--- config.mk ---
export PLATFORM = sky130hd
export DESIGN_NAME = tracker_pattern_unpacker_top
export DESIGN_NICKNAME = d
export VERILOG_FILES = /design/src/sv/tpu_pkg.sv /design/src/sv/tracker_pattern_unpacker_top.sv
export SDC_FILE = /design/constraint.sdc
export NUM_CORES = 1
export LEC_CHECK = 0
export ABC_CLOCK_PERIOD_IN_PS = 5200
export BUFFER_PORTS_ARGS = -buffer_cell sky130_fd_sc_hd__buf_2
export CAP_MARGIN = 20
export CORE_AREA = 2 2 115 117
export CTS_CLUSTER_SIZE = 24
export DETAILED_ROUTE_END_ITERATION = 12
export DIE_AREA = 0 0 117 119
export GPL_TIMING_DRIVEN = 0
export PLACE_DENSITY = 0.76
export SLEW_MARGIN = 20
export SYNTH_ARGS = -nofsm -noshare
export SYNTH_HDL_FRONTEND = slang
export SYNTH_SLANG_ARGS = --single-unit
--- constraint.sdc ---
create_clock -name i_clk -period 5.2 [get_ports i_clk]
set_input_delay 0.52 -clock i_clk [delete_from_list [all_inputs] [get_ports i_clk]]
set_output_delay 0.52 -clock i_clk [all_outputs]
set_load 0.005 [all_outputs]
--- src/sv/tpu_pkg.sv ---
// shared types, constants and decode functions for the tracker pattern unpacker
package tpu_pkg;

    localparam int MAX_TRACKS = 32;
    localparam int TRACK_LIMIT = (MAX_TRACKS > 32) ? 32 : ((MAX_TRACKS < 1) ? 1 : MAX_TRACKS);

    localparam logic [2:0] PH_HEAD  = 3'd0;
    localparam logic [2:0] PH_NOTE  = 3'd1;
    localparam logic [2:0] PH_INST  = 3'd2;
    localparam logic [2:0] PH_VOL   = 3'd3;
    localparam logic [2:0] PH_EFF   = 3'd4;
    localparam logic [2:0] PH_PARAM = 3'd5;

    localparam logic CMD_DATA  = 1'b0;
    localparam logic CMD_START = 1'b1;

    localparam logic [7:0] FLAG_BYTE     = 8'h80;
    localparam logic [4:0] ALL_BUT_NOTE  = 5'h1E;
    localparam logic [7:0] NOTE_MASK     = 8'h7F;
    localparam logic [7:0] NOTE_EMPTY    = 8'd255;
    localparam logic [7:0] NOTE_OFF_CODE = 8'h61;
    localparam logic [7:0] NOTE_OFF      = 8'd120;
    localparam logic [7:0] INST_NONE     = 8'd255;
    localparam logic [7:0] VOL_LOW       = 8'h10;
    localparam logic [7:0] VOL_HIGH      = 8'h50;
    localparam logic [7:0] EFF_VOLUME    = 8'h0C;
    localparam logic [7:0] NOTE_BASE     = 8'd30;
    localparam logic [7:0] OCTAVE        = 8'd12;

    typedef struct packed {
        logic [7:0] row;
        logic [4:0] column;
        logic [7:0] note;
        logic [7:0] instrument;
        logic [7:0] effect;
        logic [7:0] effect_param;
    } t_cell;

    // phase of the first flagged field at or above bit position from_bit, 0 if none
    function automatic logic [2:0] next_field(input logic [4:0] pend, input logic [2:0] from_bit);
        logic [2:0] res;
        res = PH_HEAD;
        for (int i = 4; i >= 0; i--) begin
            if (pend[i] && (3'(i) >= from_bit)) begin
                res = 3'(i + 1);
            end
        end
        return res;
    endfunction

    function automatic t_cell make_cell(
        input logic [7:0] row,
        input logic [4:0] column,
        input logic [7:0] note_in,
        input logic [7:0] inst_in,
        input logic [7:0] vol_in,
        input logic [7:0] eff_in,
        input logic [7:0] param_in
    );
        t_cell c;
        logic [7:0] n;
        logic [7:0] vdiff;
        n = note_in & NOTE_MASK;
        vdiff = vol_in - VOL_LOW;
        c.row = row;
        c.column = column;
        c.instrument = inst_in;
        c.effect = eff_in;
        c.effect_param = param_in;
        if (vol_in >= VOL_LOW && vol_in <= VOL_HIGH) begin
            c.effect = EFF_VOLUME;
            c.effect_param = {vdiff[5:0], 2'b00};
        end
        if (n == 8'd0) begin
            c.note = NOTE_EMPTY;
        end else if (n == NOTE_OFF_CODE) begin
            c.note = NOTE_OFF;
            c.instrument = INST_NONE;
        end else if (n >= NOTE_BASE) begin
            c.note = n - NOTE_BASE;
        end else if (n >= NOTE_BASE - OCTAVE) begin
            c.note = n - (NOTE_BASE - OCTAVE);
        end else if (n >= 8'(NOTE_BASE - 2 * OCTAVE)) begin
            c.note = n - 8'(NOTE_BASE - 2 * OCTAVE);
        end else begin
            c.note = n + 8'(NOTE_BASE - 2 * OCTAVE);
        end
        return c;
    endfunction

endpackage

--- src/sv/tracker_pattern_unpacker_top.sv ---
// top level of the tracker pattern unpacker: byte decoder, cell counters and output queue
// Takes one packed pattern byte per clock while o_in_ready is high and gives one decoded
// cell each time an entry is complete. A request's cell, if any, is registered into the
// output register, or into the skid entry while the output register is stalled. The output
// side holds up to two cells (output register plus one skid entry), so input stalls only
// once both are full. The track_count register must be written while no request is in flight.
module tracker_pattern_unpacker_top (
    input  logic                  i_clk,
    input  logic                  i_rst_n,
    input  logic                  i_cfg_we,
    input  logic [5:0]            i_cfg_data,
    input  logic                  i_in_valid,
    output logic                  o_in_ready,
    input  logic                  i_command,
    input  logic [7:0]            i_data_byte,
    output logic                  o_out_valid,
    input  logic                  i_out_ready,
    output logic [7:0]            o_row,
    output logic [4:0]            o_column,
    output logic [7:0]            o_note,
    output logic [7:0]            o_instrument,
    output logic [7:0]            o_effect,
    output logic [7:0]            o_effect_param
);
    import tpu_pkg::*;

    logic [5:0] r_track_count;
    logic [2:0] r_phase,  n_phase;
    logic [4:0] r_pend,   n_pend;
    logic [7:0] r_note,   n_note;
    logic [7:0] r_inst,   n_inst;
    logic [7:0] r_vol,    n_vol;
    logic [7:0] r_eff,    n_eff;
    logic [7:0] r_row,    n_row;
    logic [4:0] r_col,    n_col;
    t_cell      r_out,    r_skid, dec_cell;
    logic       r_out_valid, r_skid_valid;

    logic       in_fire, out_take, emit;
    logic [2:0] nf;
    logic [7:0] c_note, c_inst, c_vol, c_eff, c_param;
    logic [5:0] tc, col_next;

    assign in_fire  = i_in_valid && o_in_ready;
    assign out_take = r_out_valid && i_out_ready;
    assign o_in_ready = !r_skid_valid;

    always_comb begin
        tc = r_track_count;
        if (tc == 6'd0) begin
            tc = 6'd1;
        end else if (tc > 6'(TRACK_LIMIT)) begin
            tc = 6'(TRACK_LIMIT);
        end
        col_next = {1'b0, r_col} + 6'd1;
    end

    // byte decode
    always_comb begin
        c_note = r_note;
        c_inst = r_inst;
        c_vol = r_vol;
        c_eff = r_eff;
        c_param = 8'd0;
        n_pend = r_pend;
        n_phase = r_phase;
        emit = 1'b0;
        nf = next_field(r_pend, r_phase);
        case (r_phase)
            PH_HEAD: begin
                if ((i_data_byte & FLAG_BYTE) != 8'd0) begin
                    n_pend = i_data_byte[4:0];
                    n_phase = next_field(i_data_byte[4:0], PH_HEAD);
                    emit = (n_phase == PH_HEAD);
                end else begin
                    c_note = i_data_byte;
                    n_pend = ALL_BUT_NOTE;
                    n_phase = PH_INST;
                end
            end
            PH_NOTE, PH_INST, PH_VOL, PH_EFF: begin
                if (r_phase == PH_NOTE) c_note = i_data_byte;
                if (r_phase == PH_INST) c_inst = i_data_byte;
                if (r_phase == PH_VOL)  c_vol = i_data_byte;
                if (r_phase == PH_EFF)  c_eff = i_data_byte;
                n_phase = nf;
                emit = (nf == PH_HEAD);
            end
            default: begin
                c_param = i_data_byte;
                emit = 1'b1;
            end
        endcase

        dec_cell = make_cell(r_row, r_col, c_note, c_inst, c_vol, c_eff, c_param);

        n_note = c_note;
        n_inst = c_inst;
        n_vol = c_vol;
        n_eff = c_eff;
        n_row = r_row;
        n_col = r_col;

        if (emit) begin
            if (col_next >= tc) begin
                n_col = 5'd0;
                n_row = r_row + 8'd1;
            end else begin
                n_col = col_next[4:0];
            end
        end

        if (emit || i_command == CMD_START) begin
            n_phase = PH_HEAD;
            n_pend = 5'd0;
            n_note = 8'd0;
            n_inst = INST_NONE;
            n_vol = 8'd0;
            n_eff = 8'd0;
        end

        if (i_command == CMD_START) begin
            emit = 1'b0;
            n_row = 8'd0;
            n_col = 5'd0;
        end
    end

    always_ff @(posedge i_clk) begin
        if (!i_rst_n) begin
            r_track_count <= 6'd4;
            r_phase <= PH_HEAD;
            r_pend <= 5'd0;
            r_note <= 8'd0;
            r_inst <= INST_NONE;
            r_vol <= 8'd0;
            r_eff <= 8'd0;
            r_row <= 8'd0;
            r_col <= 5'd0;
        end else begin
            if (i_cfg_we) begin
                r_track_count <= i_cfg_data;
            end
            if (in_fire) begin
                r_phase <= n_phase;
                r_pend <= n_pend;
                r_note <= n_note;
                r_inst <= n_inst;
                r_vol <= n_vol;
                r_eff <= n_eff;
                r_row <= n_row;
                r_col <= n_col;
            end
        end
    end

    // output register with one skid entry
    always_ff @(posedge i_clk) begin
        if (!i_rst_n) begin
            r_out_valid <= 1'b0;
            r_skid_valid <= 1'b0;
        end else if (r_skid_valid) begin
            if (out_take) begin
                r_skid_valid <= 1'b0;
            end
        end else if (in_fire && emit) begin
            if (r_out_valid && !out_take) begin
                r_skid_valid <= 1'b1;
            end else begin
                r_out_valid <= 1'b1;
            end
        end else if (out_take) begin
            r_out_valid <= 1'b0;
        end
    end

    always_ff @(posedge i_clk) begin
        if (r_skid_valid) begin
            if (out_take) begin
                r_out <= r_skid;
            end
        end else if (in_fire && emit) begin
            if (r_out_valid && !out_take) begin
                r_skid <= dec_cell;
            end else begin
                r_out <= dec_cell;
            end
        end
    end

    assign o_out_valid    = r_out_valid;
    assign o_row          = r_out.row;
    assign o_column       = r_out.column;
    assign o_note         = r_out.note;
    assign o_instrument   = r_out.instrument;
    assign o_effect       = r_out.effect;
    assign o_effect_param = r_out.effect_param;

`ifndef SYNTHESIS
    a_skid_needs_out: assert property (@(posedge i_clk) disable iff (!i_rst_n)
        r_skid_valid |-> r_out_valid)
        else $error("skid entry held without output entry");

    a_skid_holds: assert property (@(posedge i_clk) disable iff (!i_rst_n)
        (r_skid_valid && !out_take) |=> (r_skid_valid && $stable(r_skid)))
        else $error("skid entry lost while output stalled");

    a_start_clears: assert property (@(posedge i_clk) disable iff (!i_rst_n)
        (in_fire && i_command == CMD_START) |=>
        (r_phase == PH_HEAD && r_row == 8'd0 && r_col == 5'd0))
        else $error("start request did not clear position");

    a_head_no_pending: assert property (@(posedge i_clk) disable iff (!i_rst_n)
        (r_phase == PH_HEAD) |-> (r_pend == 5'd0))
        else $error("pending fields left at entry head");

    a_cell_after_emit: assert property (@(posedge i_clk) disable iff (!i_rst_n)
        (in_fire && emit) |=> r_out_valid)
        else $error("decoded cell not shown");
`endif

endmodule
* Word-level counts from Yosys, hierarchy flattened *
Index checks and enable logic that the tools add are counted.

cells by class
  $add $sub $neg = 7
  $mul = 0
  div/mod/pow operators = 0
  order comparisons = 12
  equality and inequality tests = 8
  shifts and indexed selects = 0
  multiplexer cells = 62
  bitwise operators = 1
  reductions and logical operators = 33

operator list
  operator                                                           count
  2-to-1 mux 45 bit                                                  4
  2-to-1 mux 8 bit                                                   20
  2-to-1 mux 3 bit                                                   14
  2-to-1 mux 5 bit                                                   6
  2-to-1 mux 7 bit                                                   3
  2-to-1 mux 16 bit                                                  1
  subtractor 7 x 5 -> 8 bit, second input constant                   2
  greater-or-equal comparator 7 x 5 -> 1 bit, second input constant  2
  one-hot mux 7 bit (2 select lines)                                 1
  2-to-1 mux 6 bit                                                   2
  AND reduction 3 bit                                                4
  logical AND 1 bit                                                  10
  nonzero test 2 bit                                                 5
  zero test 3 bit                                                    3
  2-to-1 mux 1 bit                                                   9
  adder 7 x 3 -> 8 bit, second input constant                        1
  adder 8 x 1 -> 8 bit, second input constant                        1
  greater-or-equal comparator 8 x 5 -> 1 bit, second input constant  1
  less-or-equal comparator 8 x 7 -> 1 bit, second input constant     1
  zero test 8 bit                                                    1
  subtractor 7 x 3 -> 8 bit, second input constant                   1
  equality test 7 bit, second input constant                         1
  greater-or-equal comparator 7 x 3 -> 1 bit, second input constant  1
  adder 5 x 1 -> 6 bit, second input constant                        1
  other kinds (21)                                                   28

word-level totals
  flip-flop bits (word level) = 150
  latch bits = 0
  bits in writable memories = 0
  bits in read-only memories = 0
  bits of input ports = 20
  logic and storage cells = 146
  memories = 0

* Longest topological paths before layout *
  depth after elaboration = 14
  gate-level depth with buffers = 14

* Least setup slack after synthesis *
Ideal clock, no wire load.

  path type = in2reg
  start = input i_data_byte[2]
  end = register r_out, in the netlist o_column[0] (enable)
  library setup time = 0.462 ns
  data arrival time = 4.135 ns
  path slack = 0.603 ns
  stages on the path = 7
  path buffers = 1
  path through = clkbuf_2 -> o21bai_1 -> o211ai_1 -> or4_1 -> a31oi_1 -> nand2_1 -> a21oi_1

on the way
  longest elaborated chain between the ends = 12

RTL lines
  element                               RTL line                             text
  start: declaration                    tracker_pattern_unpacker_top.sv:15   input logic [7:0] i_data_byte,
  2-to-1 mux 3 bit (3 in a row)         tpu_pkg.sv:44                        if (pend[i] && (3'(i) >= from_bit)) begin
  2-to-1 mux 3 bit                      tracker_pattern_unpacker_top.sv:71   if ((i_data_byte & FLAG_BYTE) != 8'd0) begin
  2-to-1 mux 3 bit                      tracker_pattern_unpacker_top.sv:69   case (r_phase)
  zero test 3 bit                       tracker_pattern_unpacker_top.sv:74   emit = (n_phase == PH_HEAD);
  2-to-1 mux 1 bit                      tracker_pattern_unpacker_top.sv:71
  one-hot mux 1 bit (2 select lines)    tracker_pattern_unpacker_top.sv:69
  2-to-1 mux 1 bit                      tracker_pattern_unpacker_top.sv:122  if (i_command == CMD_START) begin
  logical AND 1 bit                     tracker_pattern_unpacker_top.sv:182  end else if (in_fire && emit) begin
  nonzero test 2 bit (no source line)   -
  AND reduction 3 bit (no source line)  -
  end signal: assignment                tracker_pattern_unpacker_top.sv:180  r_out <= r_skid;
  end signal: assignment                tracker_pattern_unpacker_top.sv:186  r_out <= dec_cell;
  end: declaration                      tracker_pattern_unpacker_top.sv:36   t_cell r_out, r_skid, dec_cell;

Every way passes these cells. The select of a mux whose other input is x is not followed.
A chain may end at the register's enable or synchronous reset.

* Final worst setup path *
  start = register r_phase[2]
  end = register r_out, in the netlist o_note[3] (data pin)

on the way
  longest elaborated chain between the ends = 12

RTL lines
  element                                                     RTL line                                                                text
  start: declaration                                          tracker_pattern_unpacker_top.sv:28                                      logic [2:0] r_phase, n_phase;
  start signal: assignment                                    tracker_pattern_unpacker_top.sv:145                                     r_phase <= n_phase;
  equality test 3 x 1 -> 1 bit, or another cell as far along  tracker_pattern_unpacker_top.sv:69, tracker_pattern_unpacker_top.sv:82
  OR reduction 4 bit or 2-to-1 mux 7 bit (tied branches)      -
  one-hot mux 7 bit (2 select lines) *                        tracker_pattern_unpacker_top.sv:69
  adder 7 x 3 -> 8 bit, or another cell as far along          tpu_pkg.sv:86                                                           c.note = n + 8'(NOTE_BASE - 2 * OCTAVE);
  2-to-1 mux 8 bit                                            tpu_pkg.sv:83                                                           end else if (n >= 8'(NOTE_BASE - 2 * OCTAVE)) begin
  2-to-1 mux 8 bit                                            tpu_pkg.sv:81                                                           end else if (n >= NOTE_BASE - OCTAVE) begin
  2-to-1 mux 8 bit                                            tpu_pkg.sv:79                                                           end else if (n >= NOTE_BASE) begin
  2-to-1 mux 8 bit                                            tpu_pkg.sv:76                                                           end else if (n == NOTE_OFF_CODE) begin
  2-to-1 mux 8 bit *                                          tpu_pkg.sv:74                                                           if (n == 8'd0) begin
  2-to-1 mux 45 bit *                                         tracker_pattern_unpacker_top.sv:183                                     if (r_out_valid && !out_take) begin
  2-to-1 mux 45 bit *                                         tracker_pattern_unpacker_top.sv:182
  2-to-1 mux 45 bit *                                         tracker_pattern_unpacker_top.sv:178                                     if (r_skid_valid) begin

Mark *: on every way between the ends. The rest lies on a longest branch, timed or not. The select of a mux whose other input is x is not followed.

==> run_results.csv <==
group,metric,value,unit
grt,grt_pass1_wl,30.8,mm
yosys,synth-adder-area-share,0.0218,
clocking,holdBufCountCts,0,
setup_path,path_delay_family,"simple AND/OR/NAND/NOR gates",
die,initial_core_util,0.580,
yosys,synthesis.instances,730,
yosys,synth_compound_area_frac,0.140,
sta,tightest_slew,900,ps
grt,antenna_found_initial,0,
clocking,cts_tree,"built",
finish,nNetsFinal,847,
grt,grt_overflow_total,0,
clocking,clock-sinks,150,
sta,setup_viol,0,
yosys,yosysUniqueCellTypes,65,
routing,remaining_drc_errors,0,
setup_path,worstPathRequired,5360,ps
yosys,netlist.area_leader.share,0.362,
die,chipWidth,117,um
sta,fmax,0.271,GHz
sta,whs,327,ps
run,drv_cap,0,
clocking,postCtsSetupBuffers,0,
setup_path,r2r-end,"o_note[3]",
placement,dpl.hpwl,14.1,mm
grt,grt_max_degree,30,
yosys,netlist_area,0.00747,mm2
routing,dr.pass1.iters,6,
die,die_h,119,um
pwr,worst_ir_drop_vdd,0.000293,V
clocking,cts_buffer_depth,2,
sta,drv_slew,0,
setup_path,start_kind,"flop",
clocking,cts_made_buffers,17,
setup_path,timing.rr.start,"r_phase[2]",
grt,grt_usage,0.290,
yosys,synth-async-reset-ratio,0,
sta,period_minus_slack,3690,ps
setup_path,cp_slowest_stage_delay,470,ps
run_status,status,"finished clean",
die,io_pins,67,
setup_path,crit_buf_inv,3,
routing,ant_nets,0,
min_path,holdPathEnd,"r_skid_valid",
pwr,power_density,336,mW/mm2
clocking,insertion_delay,430,ps
yosys,ys_top_cells_by_area,"edfxtp_1 36%, dfxtp_1 16%, mux2_2 6.2%",
routing,via_per_inst,6.18,
finish,area_growth,16.4,%
setup_path,path_max_fanout,10,
clocking,h-tree-depth,4,
yosys,avgSynthCellArea,10.2,um2
yosys,synth_top_family_by_area,"simple AND/OR/NAND/NOR gates",
yosys,synth-seq-cells,150,
finish,drive_gt1_frac,0.202,
placement,gp_congestion,0.940,
pwr,p_total,2920,uW
yosys,seq_area_frac_synth,0.523,
setup_path,cp.arrival,3850,ps
placement,numPortBuffers,63,
min_path,hold_class,"in -> reg",
setup_path,r2r_slack,1510,ps
pwr,p_leak,0.00323,uW
yosys,synth-xor-area-share,0.00938,
routing,totalWireLength,19.6,mm
yosys,synth_fp_nets,763,
setup_path,crit_slowest_cell,"mux4_2",
setup_path,reg2regPathDepth,13,
min_path,hold_depth,2,
setup_path,crit_type,"reg -> reg",
routing,drt_iter0_drc,582,
clocking,ctsResizeCount,0,
yosys,synth.mux.area_fraction,0.0990,
clocking,clk_pin_slew,60,ps
grt,first_global_vias,5979,
routing,wl_per_cell,19.5,um
yosys,ys.flop_type,"edfxtp_1",
die,dieArea,0.0139,mm2
die,core,0.0129,mm2
yosys,synthSimpleGateAreaFrac,0.169,
clocking,clock-root-buffer,"clkbuf_16",
sta,fin_crit_sh,0.710,
yosys,synth_edf_count,90,
setup_path,cp_cell_sequence,"buf_2 -> or2_2 -> buf_2 -> nor2_2 -> a21boi_0 -> inv_1 -> ha_1 -> nor2b_1 -> o21ai_0 -> mux4_2 -> o311a_1 -> o21ai_0 -> a31oi_1",
sta,grt_setup_unrepaired,"no",
sta,finClkSkew,11.2,ps
finish,final_util,0.676,
finish,n_antenna_cell,0,
yosys,ys.warnings.count,0,
yosys,synth_top_area_cell,"edfxtp_1",
sta,hold_violations,0,
routing,vias,6196,
min_path,holdCritStartpoint,"i_out_ready",
setup_path,end_kind,"flop",
sta,slew_headroom,0.393,
die,placementRows,42,
## logic make-up (layout without fill, tap and decap cells)
group | count (synthesis) | count (layout)
buffers and inverters | 66 | 163
AOI/OAI and AO/OA | 160 | 160
adders and majority gates | 13 | 13
xor gates and xnor gates | 8 | 8
muxes | 67 | 67
and+or+nand+nor | 266 | 266
DFF | 150 | 150
## cell usage in the layout (no fill, tap or decap), drive strengths merged, types with 3 or more instances in the layout
master / instances
a2111oi: 3
a21boi: 3
a21oi: 43
a22oi: 7
a31oi: 6
and3: 8
buf: 79
bufinv: 4
clkbuf: 50
clkinv: 7
dfxtp: 60
edfxtp: 90
ha: 13
inv: 22
mux2: 42
mux2i: 24
nand2: 104
nand2b: 7
nand3: 22
nand4: 17
nor2: 55
nor2b: 7
nor3: 9
nor4: 8
o211ai: 8
o21a: 3
o21ai: 41
o221ai: 5
o22ai: 10
o31ai: 8
o32ai: 4
or2: 5
or3: 13
or4: 5
xnor2: 5
xor2: 3
## synthesized netlist by cell type, drive strengths merged, types with 2 or more instances
cell type,instances
nand2b,7
nand2,104
buf,14
nand3,22
o221ai,5
a22oi,7
and3,8
dfxtp,60
inv,19
ha,13
o21bai,2
xor2,3
a31oi,6
a2111oi,3
nand4b,2
nor3,9
o21a,3
or4,5
a21boi,3
or2,5
o32ai,4
and2,2
or3,13
a211oi,2
edfxtp,90
o31ai,8
o41ai,2
nand4,17
mux2i,24
o211ai,8
nor2b,7
o311a,2
nor2,55
o21ai,41
o31a,2
nor4,8
o22ai,10
a21oi,43
xnor2,5
clkbuf,33
mux2,42
## report_power, final
part,internal (uW),leakage (uW),total [uW],switching [uW]
Combinational,110,0.00158,320,210
Sequential,1290,0.00133,1300,13.4
Clock,806,0.000307,1310,500
## state kept, by name, summed over array words and instances, names as in the netlist, 6 cells and up
signal          flops
r_skid             45
o_effect            8
o_effect_param      8
o_instrument        8
o_note              8
o_row               8
r_eff               8
r_inst              8
r_row               8
r_vol               8
r_note              7
r_track_count       6
## per-stage QoR
stage / setup TNS (ps) / cell area, um2 / std cells / setup WS (ps)
final: 0 / 8700 / 1003 / 1510
after global routing: 0 / 8700 / 1003 / 1300
after CTS: 0 / 8690 / 1003 / 1490
after detailed placement: 0 / 8070 / 971 / 1430
after global placement: -27070 / 8010 / 969 / -610
after floorplan: 0 / 7470 / 730 / 603
## worst max path at each step
stage | depth (start not counted) | start | endpoint
after global placement | 7 | i_data_byte[2] | o_effect_param[3]
after detailed placement | 13 | i_data_byte[7] | o_note[3]
after CTS | 13 | r_phase[2] | o_note[3]
after floorplan | 7 | i_data_byte[2] | o_column[0]
final | 13 | r_phase[2] | o_note[3]
after global routing | 13 | r_phase[2] | o_note[3]
## per-layer routing
layer | routed length, um | track usage
met5 | 0 | 0
met4 | 573 | 0.118
met3 | 1310 | 0.0763
met2 | 9410 | 0.454
met1 | 8290 | 0.380
## area by class of cell
class                           instances  area [um2]
Fill cell                            1013        4180
Sequential cell                       150        3900
Multi-Input combinational cell        514        3300
Clock buffer                           17         425
Timing Repair Buffer                   65         363
Tap cell                              176         220
Buffer                                 47         213
Clock inverter                         15         201
Inverter                               19        71.3
Note: power is estimated with default switching activity, not from simulation.
